--- config.mk ---
export PLATFORM = sky130hd
export DESIGN_NAME = pr2d_trunc_flat
export DESIGN_NICKNAME = d
export VERILOG_FILES = /design/src/hw/rtl/pr2d_pkg.sv /design/src/hw/rtl/pr2d_out_if.sv /design/src/hw/rtl/pr2d_trunc.sv /design/src/flat_wrapper.sv
export SDC_FILE = /design/constraint.sdc
export NUM_CORES = 1
export LEC_CHECK = 0
export ABC_CLOCK_PERIOD_IN_PS = 1900
export BUFFER_PORTS_ARGS = -buffer_cell sky130_fd_sc_hd__buf_2
export CAP_MARGIN = 20
export CORE_MARGIN = 2
export CORE_UTILIZATION = 30
export CTS_CLUSTER_SIZE = 8
export DETAILED_ROUTE_END_ITERATION = 8
export PLACE_DENSITY = 0.65
export SYNTH_ARGS = -nofsm -noshare
export SYNTH_HDL_FRONTEND = slang
export SYNTH_SLANG_ARGS = --single-unit
--- constraint.sdc ---
create_clock -name i_clk -period 1.9 [get_ports i_clk]
set_input_delay 0.095 -clock i_clk [delete_from_list [all_inputs] [get_ports i_clk]]
set_output_delay 0.095 -clock i_clk [all_outputs]
set_load 0.05 [all_outputs]
--- src/hw/rtl/pr2d_pkg.sv ---
// Shared types and constants for the 2-D point rotation pipeline.
// Holds the fixed-point widths, gain constant and arctangent table.
// No dependencies.
package pr2d_pkg;

    // Fixed-point format of the rotation datapath
    localparam int FRAC_BITS = 30;
    localparam int W_COORD   = 16;
    localparam int W_PRE     = W_COORD + 1;
    localparam int W_RES     = 17;
    localparam int W_ACC     = 48;
    localparam int W_ANG     = 16;
    localparam int W_Z       = 32;
    localparam int TABLE_LEN = 24;

    // CORDIC gain compensation, 1/1.6468 scaled by 2^30
    localparam logic signed [30:0] GAIN_COMP = 31'sd652032874;

    // Quarter-turn codes
    localparam logic [1:0] QUAD_0   = 2'd0;
    localparam logic [1:0] QUAD_90  = 2'd1;
    localparam logic [1:0] QUAD_180 = 2'd2;
    localparam logic [1:0] QUAD_270 = 2'd3;

    // atan(2^-i), full circle = 2^32
    localparam logic signed [W_Z-1:0] ATAN_TAB [TABLE_LEN] = '{
        32'sd536870912, 32'sd316933406, 32'sd167458907, 32'sd85004756,
        32'sd42667331,  32'sd21354465,  32'sd10679838,  32'sd5340245,
        32'sd2670163,   32'sd1335087,   32'sd667544,    32'sd333772,
        32'sd166886,    32'sd83443,     32'sd41722,     32'sd20861,
        32'sd10430,     32'sd5215,      32'sd2608,      32'sd1304,
        32'sd652,       32'sd326,       32'sd163,       32'sd81
    };

    // One point in flight through the rotator
    typedef struct packed {
        logic signed [W_ACC-1:0] x;
        logic signed [W_ACC-1:0] y;
        logic signed [W_Z-1:0]   z;
        logic                    last;
    } t_rot;

endpackage

--- src/hw/rtl/pr2d_out_if.sv ---
// Output channel: one rotated point and its polygon end flag per beat.
// No dependencies.
interface pr2d_out_if;
    logic               valid;
    logic               ready;
    logic signed [16:0] x_out;
    logic signed [16:0] y_out;
    logic               last_out;

    modport source (output valid, x_out, y_out, last_out, input ready);
    modport sink   (input valid, x_out, y_out, last_out, output ready);
endinterface

--- src/hw/rtl/pr2d_trunc.sv ---
// Output stage: truncation toward zero to integer and the output register.
// Depends on pr2d_pkg and pr2d_out_if.
module pr2d_trunc
    import pr2d_pkg::*;
(
    input  logic      i_clk,
    input  logic      i_rst_n,
    input  logic      i_valid,
    output logic      o_ready,
    input  t_rot      i_data,
    pr2d_out_if.source o_pt
);

    localparam logic signed [W_ACC-1:0] TRUNC_BIAS = W_ACC'((64'd1 << FRAC_BITS) - 64'd1);

    logic                    r_valid;
    logic signed [W_RES-1:0] r_x;
    logic signed [W_RES-1:0] r_y;
    logic                    r_last;
    logic signed [W_ACC-1:0] w_xa;
    logic signed [W_ACC-1:0] w_ya;

    // negative values get a bias so the floor shift rounds toward zero
    assign w_xa = i_data.x[W_ACC-1] ? i_data.x + TRUNC_BIAS : i_data.x;
    assign w_ya = i_data.y[W_ACC-1] ? i_data.y + TRUNC_BIAS : i_data.y;

    assign o_ready = ~r_valid | o_pt.ready;

    // output register
    always_ff @(posedge i_clk) begin
        if (!i_rst_n) begin
            r_valid <= 1'b0;
        end else if (o_ready) begin
            r_valid <= i_valid;
        end
    end

    always_ff @(posedge i_clk) begin
        if (o_ready && i_valid) begin
            r_x    <= w_xa[FRAC_BITS +: W_RES];
            r_y    <= w_ya[FRAC_BITS +: W_RES];
            r_last <= i_data.last;
        end
    end

    assign o_pt.valid    = r_valid;
    assign o_pt.x_out    = r_x;
    assign o_pt.y_out    = r_y;
    assign o_pt.last_out = r_last;

endmodule

--- src/flat_wrapper.sv ---
// flat-port wrapper written by rule: the top's interface ports become plain ports
module pr2d_trunc_flat import pr2d_pkg::*;
  (i_clk, i_rst_n, i_valid, o_ready, i_data, o_pt_valid, o_pt_x_out, o_pt_y_out, o_pt_last_out, o_pt_ready);
  pr2d_out_if o_pt_i ();
  input  logic i_clk;
  input  logic i_rst_n;
  input  logic i_valid;
  output logic o_ready;
  input  t_rot i_data;
  output wire logic [$bits(o_pt_i.valid)-1:0] o_pt_valid;
  output wire logic [$bits(o_pt_i.x_out)-1:0] o_pt_x_out;
  output wire logic [$bits(o_pt_i.y_out)-1:0] o_pt_y_out;
  output wire logic [$bits(o_pt_i.last_out)-1:0] o_pt_last_out;
  input wire logic [$bits(o_pt_i.ready)-1:0] o_pt_ready;
  assign o_pt_valid = o_pt_i.valid;
  assign o_pt_x_out = o_pt_i.x_out;
  assign o_pt_y_out = o_pt_i.y_out;
  assign o_pt_last_out = o_pt_i.last_out;
  assign o_pt_i.ready = o_pt_ready;
  pr2d_trunc u_core (.i_clk(i_clk), .i_rst_n(i_rst_n), .i_valid(i_valid), .o_ready(o_ready), .i_data(i_data), .o_pt(o_pt_i));
endmodule
==> flow_metrics.py <==
metrics = {
    "status": {
        "outcome": "finished clean",
    },
    "global_route": {
        "track_usage": 0.120,
        "grt_max_degree": 36,
        "grt_pass1_wl_mm": 7.31,
        "grt_pass1_vias": 1672,
        "grt_overflow": 0,
        "antenna_found_initial": 0,
    },
    "sta": {
        "tightest_slew_ns": 0.492,
        "post-route-min-period_ns": 1.48,
        "rsz0062_at_grt": "no",
        "tns_ns": 0,
        "finalHoldViolations": 0,
        "max_slew_margin": 0.669,
        "finClkSkew_ns": 0.00666,
        "max_freq_ghz": 0.675,
        "drv_slew": 0,
        "period_share": 0.780,
        "finalSetupViolCount": 0,
    },
    "clock_tree": {
        "cts_htree_levels": 2,
        "cts_buffer_depth": 2,
        "clk_latency_ns": 0.28,
        "cts_setup_buffers": 0,
        "cts_buffers": 5,
        "cts_tree": "yes",
        "clock-root-buffer": "clkbuf_8",
        "clk_pin_slew_ns": 0.07,
        "clock-sinks": 36,
    },
    "layout": {
        "area_delta_synth_final_pct": 40.4,
        "diodes": 0,
        "nNetsFinal": 435,
        "regArea_um2": 1070,
        "multiInputGateArea_um2": 958,
        "fill_cells": 663,
        "drive_gt1_frac": 0.581,
        "final_area_um2": 2940,
    },
    "synthesis": {
        "synthesis.nets": 297,
        "yosys.cell_types.count": 28,
        "ys_ff_latch": 36,
        "synth_area_per_cell_um2": 12.7,
        "syn_area_um2": 2090,
        "yosys_warnings": 0,
        "synthesis.instances": 164,
        "seq_area_frac_synth": 0.512,
    },
    "setup_path": {
        "crit_path_end_kind": "flip-flop",
        "cp_max_fo": 17,
        "arrival_ns": 1.52,
        "path_class": "in -> reg",
        "crit_path_start_kind": "input pin",
        "cp_data_required_time_ns": 1.94,
    },
    "detailed_routing": {
        "first_pass_iters": 4,
        "vias": 1780,
        "via_per_inst": 4.65,
        "drcViolationCount": 0,
        "wl_mm": 4.77,
        "drt_iter0_markers": 28,
        "avgRoutedWirePerCell_um": 12.5,
        "ant_nets": 0,
    },
    "floorplan": {
        "fp-row-count": 30,
        "core_um2": 6760,
        "ios": 170,
        "initial_core_util": 0.309,
        "die_x_um": 87.5,
        "die-area_um2": 7650,
        "die_y_um": 87.5,
    },
    "power": {
        "pwr_density_cell_nw_per_um2": 659,
        "vdd_drop_max_uv": 239,
        "p_leak_nw": 1.28,
    },
    "run": {
        "maxCapViolCount": 0,
    },
    "worst_hold_path": {
        "hp-class": "in -> reg",
    },
    "placement": {
        "place.gp.congestion": 0.756,
        "place_hpwl_mm": 3.87,
        "port_buffers": 137,
        "placed_area_um2": 2840,
    },
}
-- cells in the final DEF (no fill, tap or decap), types with 2 or more instances in the layout --
master,netlist,layout
nand3_1,3,3
buf_2,3,137
edfxtp_1,35,35
and4_1,3,3
buf_4,1,2
or4_4,2,2
nand4b_1,2,2
nand4_2,2,2
nand4_4,2,2
clkinv_2,0,2
clkbuf_8,0,5
nor2_1,2,2
xnor2_1,34,34
nor4_1,11,11
inv_1,2,2
nand3_2,16,16
nand4_1,12,12
and3_1,13,13
nand2_1,5,5
nor3_4,2,2
-- worst max-delay path: stages --
cell and delay (ns):
buf_2 0.09, or4_4 0.54, nor3_4 0.15, nand4_4 0.31, nand4_1 0.24, xnor2_1 0.07
-- power by group --
group          switching, mW  internal, mW
clock                  0.276         0.255
combinational          0.305         0.156
sequential           0.00992         0.932
total                  0.590          1.34
-- through the flow --
step | hold WS [ns] | worst slack, ns | util | total power [mW] | cells
floorplan | 0.194 | 0.132 | - | 1.24 | 164
global placement | 0.278 | 0.118 | 0.420 | 1.42 | 374
detailed placement | 0.286 | 0.0888 | 0.420 | 1.42 | 374
CTS | 0.0507 | 0.404 | 0.434 | 1.96 | 383
global route | 0.0604 | 0.316 | 0.434 | 2.02 | 383
finish | 0.0609 | 0.419 | 0.434 | 1.93 | 383
-- synthesized netlist by cell type --
library cell / instances / share of area
edfxtp_1: 35 / 0.50
xnor2_1: 34 / 0.14
nand3_2: 16 / 0.077
and3_1: 13 / 0.039
nand4_1: 12 / 0.036
nor4_1: 11 / 0.033
nand2_1: 5 / 0.0090
and4_1: 3 / 0.013
buf_2: 3 / 0.0072
clkbuf_1: 3 / 0.0054
nand3_1: 3 / 0.0072
and2_1: 2 / 0.0060
buf_6: 2 / 0.011
inv_1: 2 / 0.0036
nand4_2: 2 / 0.012
nand4_4: 2 / 0.020
nand4b_1: 2 / 0.0084
nor2_1: 2 / 0.0036
nor3_4: 2 / 0.016
or4_4: 2 / 0.011
a21boi_0: 1 / 0.0036
and4_2: 1 / 0.0048
buf_4: 1 / 0.0036
dfxtp_1: 1 / 0.0096
nand2_2: 1 / 0.0030
nand2b_1: 1 / 0.0030
nor3_2: 1 / 0.0048
nor4_2: 1 / 0.0060
-- cell families after synthesis --
logic type / share of synthesized area
AO/OA/AOI/OAI: 0.00359
XOR/XNOR: 0.142
buffers and inverters: 0.0305
flip-flops: 0.512
AND/OR/NAND/NOR: 0.311
-- flip-flops by register name, indices dropped and copies added (netlist names) --
| register | flops |
|---|---|
| u_core.o_pt.last_out | 1 |
| u_core.o_pt.valid | 1 |
| u_core.o_pt.x_out | 17 |
| u_core.o_pt.y_out | 17 |
-- metal layers --
| layer | global-route usage | vias to the layer above | part of all wire |
|---|---|---|---|
| met2 | 0.202 | 56 | 0.50 |
| met4 | 0.0587 | 0 | 0.030 |
| met1 | 0.144 | 813 | 0.42 |
| li1 | - | 901 | - |
| met5 | 0 | - | 0 |
| met3 | 0.0294 | 10 | 0.052 |
-- timing repair --
item,4_1_cts,5_1_grt
setup endpoints to repair,0,0
resized for setup,0,0
hold buffers,1,0
hold endpoints to repair,1,0
-- layout make-up --
| type | instances | share of cell area |
|---|---|---|
| multi-input combinational | 117 | 0.327 |
| tap | 80 | 0.0341 |
| inverter | 2 | 0.00256 |
| clock buffer | 5 | 0.0234 |
| timing repair buffer | 140 | 0.242 |
| clock inverter | 3 | 0.00639 |
| sequential | 36 | 0.365 |
-- final timing paths --
path	start	end	slack [ns]	depth (start not counted)
max	i_data[53]	u_core.o_pt.y_out[15]	0.42	6
min	i_rst_n	u_core.o_pt.valid	0.06	2
max reg2reg	u_core.o_pt.valid	u_core.o_pt.y_out[7]	0.67	2
min reg2reg	u_core.o_pt.valid	u_core.o_pt.valid	0.53	2
Power figures use the tool's default switching activity.
