===== src/hw/rtl/pr2d_pkg.sv =====
// Shared types and constants for the 2-D point rotation pipeline.
// Holds the fixed-point widths, gain constant and arctangent table.
// No dependencies.
package pr2d_pkg;

    // Fixed-point format of the rotation datapath
    localparam int FRAC_BITS = 30;
    localparam int W_COORD   = 16;
    localparam int W_PRE     = W_COORD + 1;
    localparam int W_RES     = 17;
    localparam int W_ACC     = 48;
    localparam int W_ANG     = 16;
    localparam int W_Z       = 32;
    localparam int TABLE_LEN = 24;

    // CORDIC gain compensation, 1/1.6468 scaled by 2^30
    localparam logic signed [30:0] GAIN_COMP = 31'sd652032874;

    // Quarter-turn codes
    localparam logic [1:0] QUAD_0   = 2'd0;
    localparam logic [1:0] QUAD_90  = 2'd1;
    localparam logic [1:0] QUAD_180 = 2'd2;
    localparam logic [1:0] QUAD_270 = 2'd3;

    // atan(2^-i), full circle = 2^32
    localparam logic signed [W_Z-1:0] ATAN_TAB [TABLE_LEN] = '{
        32'sd536870912, 32'sd316933406, 32'sd167458907, 32'sd85004756,
        32'sd42667331,  32'sd21354465,  32'sd10679838,  32'sd5340245,
        32'sd2670163,   32'sd1335087,   32'sd667544,    32'sd333772,
        32'sd166886,    32'sd83443,     32'sd41722,     32'sd20861,
        32'sd10430,     32'sd5215,      32'sd2608,      32'sd1304,
        32'sd652,       32'sd326,       32'sd163,       32'sd81
    };

    // One point in flight through the rotator
    typedef struct packed {
        logic signed [W_ACC-1:0] x;
        logic signed [W_ACC-1:0] y;
        logic signed [W_Z-1:0]   z;
        logic                    last;
    } t_rot;

endpackage


===== src/hw/rtl/pr2d_in_if.sv =====
// Input channel: one point, its angle and the polygon end flag per beat.
// No dependencies.
interface pr2d_in_if;
    logic               valid;
    logic               ready;
    logic signed [15:0] x_in;
    logic signed [15:0] y_in;
    logic        [15:0] angle;
    logic               last_in;

    modport source (output valid, x_in, y_in, angle, last_in, input ready);
    modport sink   (input valid, x_in, y_in, angle, last_in, output ready);
endinterface


===== src/hw/rtl/pr2d_prescale.sv =====
// Front stage: quarter-turn split, exact quadrant rotation and gain scaling.
// Depends on pr2d_pkg and pr2d_in_if.
module pr2d_prescale
    import pr2d_pkg::*;
(
    input  logic           i_clk,
    input  logic           i_rst_n,
    pr2d_in_if.sink        i_pt,
    output logic           o_valid,
    input  logic           i_ready,
    output t_rot           o_data
);

    logic                      r_valid;
    t_rot                      r_data;
    t_rot                      n_data;
    logic [W_ANG-1:0]          w_ang_bias;
    logic [1:0]                w_quad;
    logic [W_ANG-1:0]          w_resid;
    logic signed [W_PRE-1:0]   w_x;
    logic signed [W_PRE-1:0]   w_y;
    logic signed [W_PRE-1:0]   w_xq;
    logic signed [W_PRE-1:0]   w_yq;

    // nearest quarter turn and signed residual
    assign w_ang_bias = i_pt.angle + W_ANG'(16'h2000);
    assign w_quad     = w_ang_bias[W_ANG-1 -: 2];
    assign w_resid    = i_pt.angle - {w_quad, {(W_ANG-2){1'b0}}};

    assign w_x = W_PRE'(i_pt.x_in);
    assign w_y = W_PRE'(i_pt.y_in);

    // exact quadrant rotation ahead of the multiply
    always_comb begin
        unique case (w_quad)
            QUAD_0: begin
                w_xq = w_x;
                w_yq = w_y;
            end
            QUAD_90: begin
                w_xq = -w_y;
                w_yq = w_x;
            end
            QUAD_180: begin
                w_xq = -w_x;
                w_yq = -w_y;
            end
            QUAD_270: begin
                w_xq = w_y;
                w_yq = -w_x;
            end
            default: begin
                w_xq = w_x;
                w_yq = w_y;
            end
        endcase
    end

    // gain compensation, residual angle to 32-bit turn units
    always_comb begin
        n_data.x    = W_ACC'(w_xq) * W_ACC'(GAIN_COMP);
        n_data.y    = W_ACC'(w_yq) * W_ACC'(GAIN_COMP);
        n_data.z    = {w_resid, {(W_Z-W_ANG){1'b0}}};
        n_data.last = i_pt.last_in;
    end

    assign i_pt.ready = ~r_valid | i_ready;

    // stage register
    always_ff @(posedge i_clk) begin
        if (!i_rst_n) begin
            r_valid <= 1'b0;
        end else if (i_pt.ready) begin
            r_valid <= i_pt.valid;
        end
    end

    always_ff @(posedge i_clk) begin
        if (i_pt.ready && i_pt.valid) begin
            r_data <= n_data;
        end
    end

    assign o_valid = r_valid;
    assign o_data  = r_data;

endmodule


===== src/flat_wrapper.sv =====
// flat-port wrapper written by rule: the top's interface ports become plain ports
module pr2d_prescale_flat import pr2d_pkg::*;
  (i_clk, i_rst_n, o_valid, i_ready, o_data, i_pt_valid, i_pt_x_in, i_pt_y_in, i_pt_angle, i_pt_last_in, i_pt_ready);
  pr2d_in_if i_pt_i ();
  input  logic i_clk;
  input  logic i_rst_n;
  output logic o_valid;
  input  logic i_ready;
  output t_rot o_data;
  input wire logic [$bits(i_pt_i.valid)-1:0] i_pt_valid;
  input wire logic [$bits(i_pt_i.x_in)-1:0] i_pt_x_in;
  input wire logic [$bits(i_pt_i.y_in)-1:0] i_pt_y_in;
  input wire logic [$bits(i_pt_i.angle)-1:0] i_pt_angle;
  input wire logic [$bits(i_pt_i.last_in)-1:0] i_pt_last_in;
  output wire logic [$bits(i_pt_i.ready)-1:0] i_pt_ready;
  assign i_pt_i.valid = i_pt_valid;
  assign i_pt_i.x_in = i_pt_x_in;
  assign i_pt_i.y_in = i_pt_y_in;
  assign i_pt_i.angle = i_pt_angle;
  assign i_pt_i.last_in = i_pt_last_in;
  assign i_pt_ready = i_pt_i.ready;
  pr2d_prescale u_core (.i_clk(i_clk), .i_rst_n(i_rst_n), .i_pt(i_pt_i), .o_valid(o_valid), .i_ready(i_ready), .o_data(o_data));
endmodule

===== config.mk =====
export PLATFORM = sky130hd
export DESIGN_NAME = pr2d_prescale_flat
export DESIGN_NICKNAME = d
export VERILOG_FILES = /design/src/hw/rtl/pr2d_pkg.sv /design/src/hw/rtl/pr2d_in_if.sv /design/src/hw/rtl/pr2d_prescale.sv /design/src/flat_wrapper.sv
export SDC_FILE = /design/constraint.sdc
export NUM_CORES = 1
export LEC_CHECK = 0
export CORE_UTILIZATION = 33
export DETAILED_ROUTE_END_ITERATION = 7
export DONT_BUFFER_PORTS = 1
export PLACE_DENSITY = 0.58
export SKIP_CTS_REPAIR_TIMING = 1
export SYNTH_ARGS = -nofsm -noshare
export SYNTH_HDL_FRONTEND = slang
export SYNTH_SLANG_ARGS = --single-unit

===== constraint.sdc =====
create_clock -name i_clk -period 7.86 [get_ports i_clk]
set_clock_uncertainty 0.2 [all_clocks]
set_input_delay 0.393 -clock i_clk [delete_from_list [all_inputs] [get_ports i_clk]]
set_output_delay 0.393 -clock i_clk [all_outputs]
set_load 0.1 [all_outputs]

==> impl_metrics.env <==
export IMPL_grt_pass1_vias=17700
export IMPL_die_w_um=263
export IMPL_clock_sinks=112
export IMPL_core_mm2=0.0672
export IMPL_synthCells=2218
export IMPL_antenna_left=0
export IMPL_setup_ws_ns=0.344
export IMPL_vias_per_cell=4.71
export IMPL_grt_pass1_wl_mm=106
export IMPL_finalSetupViolCount=0
export IMPL_instances_no_fill=3400
export IMPL_placementRows=95
export IMPL_drc=0
export IMPL_grt_usage_pct=20.3
export IMPL_cts_buffer_depth=2
export IMPL_max_cap_violations=0
export IMPL_drv_slew=0
export IMPL_initial_utilization_pct=33.4
export IMPL_yosysUniqueCellTypes=69
export IMPL_fin_util_pct=39.1
export IMPL_ys_async_sr_fraction_pct=0
export IMPL_dominantRegCellSynth="edfxtp_1"
export IMPL_yosys_top_cells_area="fa_1 (34%), ha_1 (19%), edfxtp_1 (15%), inv_1 (9.8%), xnor2_1 (2.7%)"
export IMPL_crit_type="in -> reg"
export IMPL_hold_path_class="in -> reg"
export IMPL_die_h_um=263
export IMPL_synth_edf_count=111
export IMPL_critPathArrivalTime_ns=7.46
export IMPL_cts_buffers_inserted=9
export IMPL_placed_cells=3362
export IMPL_outcome="complete, no violations"
export IMPL_reg2reg_depth=3
export IMPL_routed_wl_mm=67.8
export IMPL_first_iter_violations=764
export IMPL_max_freq_mhz=133
export IMPL_ys_ff_latch=112
export IMPL_worstHoldEndpoint="u_core.o_data[32]"
export IMPL_vias=16000
export IMPL_place_congestion=0.963
export IMPL_endpoint_kind="flip-flop"
export IMPL_crit_fanout=5
export IMPL_r2r_setup_slack_ns=4.11
export IMPL_whs_ns=0.102
export IMPL_holdPathStages=2
export IMPL_synthesis_area_mm2=0.0224
export IMPL_r2r_end="u_core.o_data[125]"
export IMPL_drt_pass1_iterations=5
export IMPL_critPathLaunchType="input pin"
export IMPL_max_slew_margin_rel_pct=27.9
export IMPL_die_area_mm2=0.0690
export IMPL_startpoint="i_pt_y_in[4]"
export IMPL_cts_root_buf="clkbuf_16"
export IMPL_yosys_warnings=0
export IMPL_cpMostUsedCell="fa_1"
export IMPL_port_buffers=0
export IMPL_path_clk_slew_ns=0.08
export IMPL_fin_crit_ns=7.52
export IMPL_cp_required_ns=7.81
export IMPL_final_hold_viol_count=0
export IMPL_reg2reg_from="u_core.o_valid"
export IMPL_overflow=0
export IMPL_synth_area_leader_cell="fa_1"
export IMPL_max_slew_worst_pin_slew_ns=1.08
export IMPL_cts_tree="yes"
export IMPL_hold_start="i_pt_angle[14]"
export IMPL_cp_slowest_cell="fa_1"
export IMPL_dp_slack_ns=-0.342
export IMPL_insertion_delay_ns=0.40
export IMPL_synth_top_area_share_pct=34.1
export IMPL_final_nets=3300
export IMPL_drive_gt1_share_pct=14.9
export IMPL_critPathMaxStageDelay_ns=0.54
export IMPL_floorplan_io_pins=184
export IMPL_grt_max_degree=63
export IMPL_htreeDepth=3
export IMPL_antenna_found_initial=0
export IMPL_syn2layout_area_growth_pct=17.2
export IMPL_yosysSeqAreaShare_pct=15.0
export IMPL_fin_crit_sh_pct=95.6
export IMPL_wl_per_cell_um=19.9
export IMPL_syn_area_per_cell_um2=10.1
export IMPL_hpwl_mm=60.6
## cell usage in the layout (no fill, tap or decap), types with 7 or more instances in the layout
master,Yosys,final
o21ai_0,72,63
o21a_1,19,18
o21bai_1,18,18
or2_2,7,7
a211oi_1,9,9
o31ai_1,8,8
ha_1,344,343
nor2_1,59,58
buf_4,18,312
fa_1,382,379
dlygate4sd3_1,0,18
and3_1,11,11
a21o_1,56,56
nor3_1,13,12
conb_1,1,18
nand2_1,88,88
xor2_1,50,49
a21oi_1,109,107
nand3_1,20,20
nand4_1,17,17
inv_1,587,587
clkbuf_16,0,9
edfxtp_1,111,111
o21ai_1,10,15
xnor2_1,70,69
## registers in the layout, indices dropped and copies added, names as in the netlist
| name | flops |
|---|---|
| u_core.o_valid | 1 |
| u_core.o_data | 111 |
## cell families (layout without fill, tap and decap cells)
| family | Yosys count | count (layout) | share of synthesized area, % |
|---|---|---|---|
| AO/OA/AOI/OAI | 351 | 351 | 10.2 |
| adder cells (fa/ha/maj) | 726 | 726 | 53.3 |
| XOR/XNOR | 120 | 120 | 4.69 |
| flip-flops | 112 | 112 | 15.0 |
| AND/OR/NAND/NOR | 255 | 255 | 5.39 |
| multiplexers | 8 | 8 | 0.363 |
| other | 1 | 19 | 0.0167 |
| buffers and inverters | 645 | 936 | 11.1 |
## through the flow
step / TNS, ns / instance area, um2
2_1_floorplan: 0 / 22500
3_3_place_gp: -3.18 / 25700
3_5_place_dp: -3.85 / 25700
4_1_cts: 0 / 26000
5_1_grt: -0.0505 / 26300
6_report: 0 / 26300
## layer usage
metal / wire (um) / GRT usage, % / vias up / part of all wire (%)
met4: 1600 / 4.80 / 0 / 2.4
met3: 3110 / 4.02 / 63 / 4.6
li1: - / - / 7630 / -
met1: 29300 / 25.2 / 8002 / 43
met2: 33800 / 36.0 / 308 / 50
met5: 0 / 0 / - / 0
## cells in the mapped netlist (11+ instances only)
library cell / number
a21o_1: 56
a21oi_1: 109
and3_1: 11
buf_4: 18
clkbuf_1: 36
edfxtp_1: 111
fa_1: 382
ha_1: 344
inv_1: 587
nand2_1: 88
nand3_1: 20
nand4_1: 17
nor2_1: 59
nor3_1: 13
o21a_1: 19
o21ai_0: 72
o21bai_1: 18
xnor2_1: 70
xor2_1: 50
## worst max-delay path: cells and delay by family
| kind | cells | cell delay, ns |
|---|---|---|
| compound gates | 9 | 1.73 |
| xor+xnor | 1 | 0.16 |
| fa+ha+maj | 7 | 3.08 |
| buf+inv | 6 | 0.83 |
| simple gates | 7 | 1.27 |
## layout make-up
type / count / area [um2]
fillers: 6633 / 40900
clock buffers: 10 / 229
repair buffers: 333 / 2580
multi-input cells: 1478 / 16800
flip-flops and latches: 112 / 3350
diodes: 1 / 2.50
well taps: 873 / 1090
clock inverters: 6 / 47.5
inverters: 587 / 2200
## worst max-delay path by stage
stage	end	slack [ns]
floorplan	u_core.o_data[122]	0.05
global route	u_core.o_data[76]	-0.02
CTS	u_core.o_data[128]	0.11
global placement	u_core.o_data[124]	-0.29
finish	u_core.o_data[76]	0.34
detailed placement	u_core.o_data[122]	-0.34
Power is not shown: default switching activity piles up to over one toggle a cycle in this logic, so the estimate is an artifact.
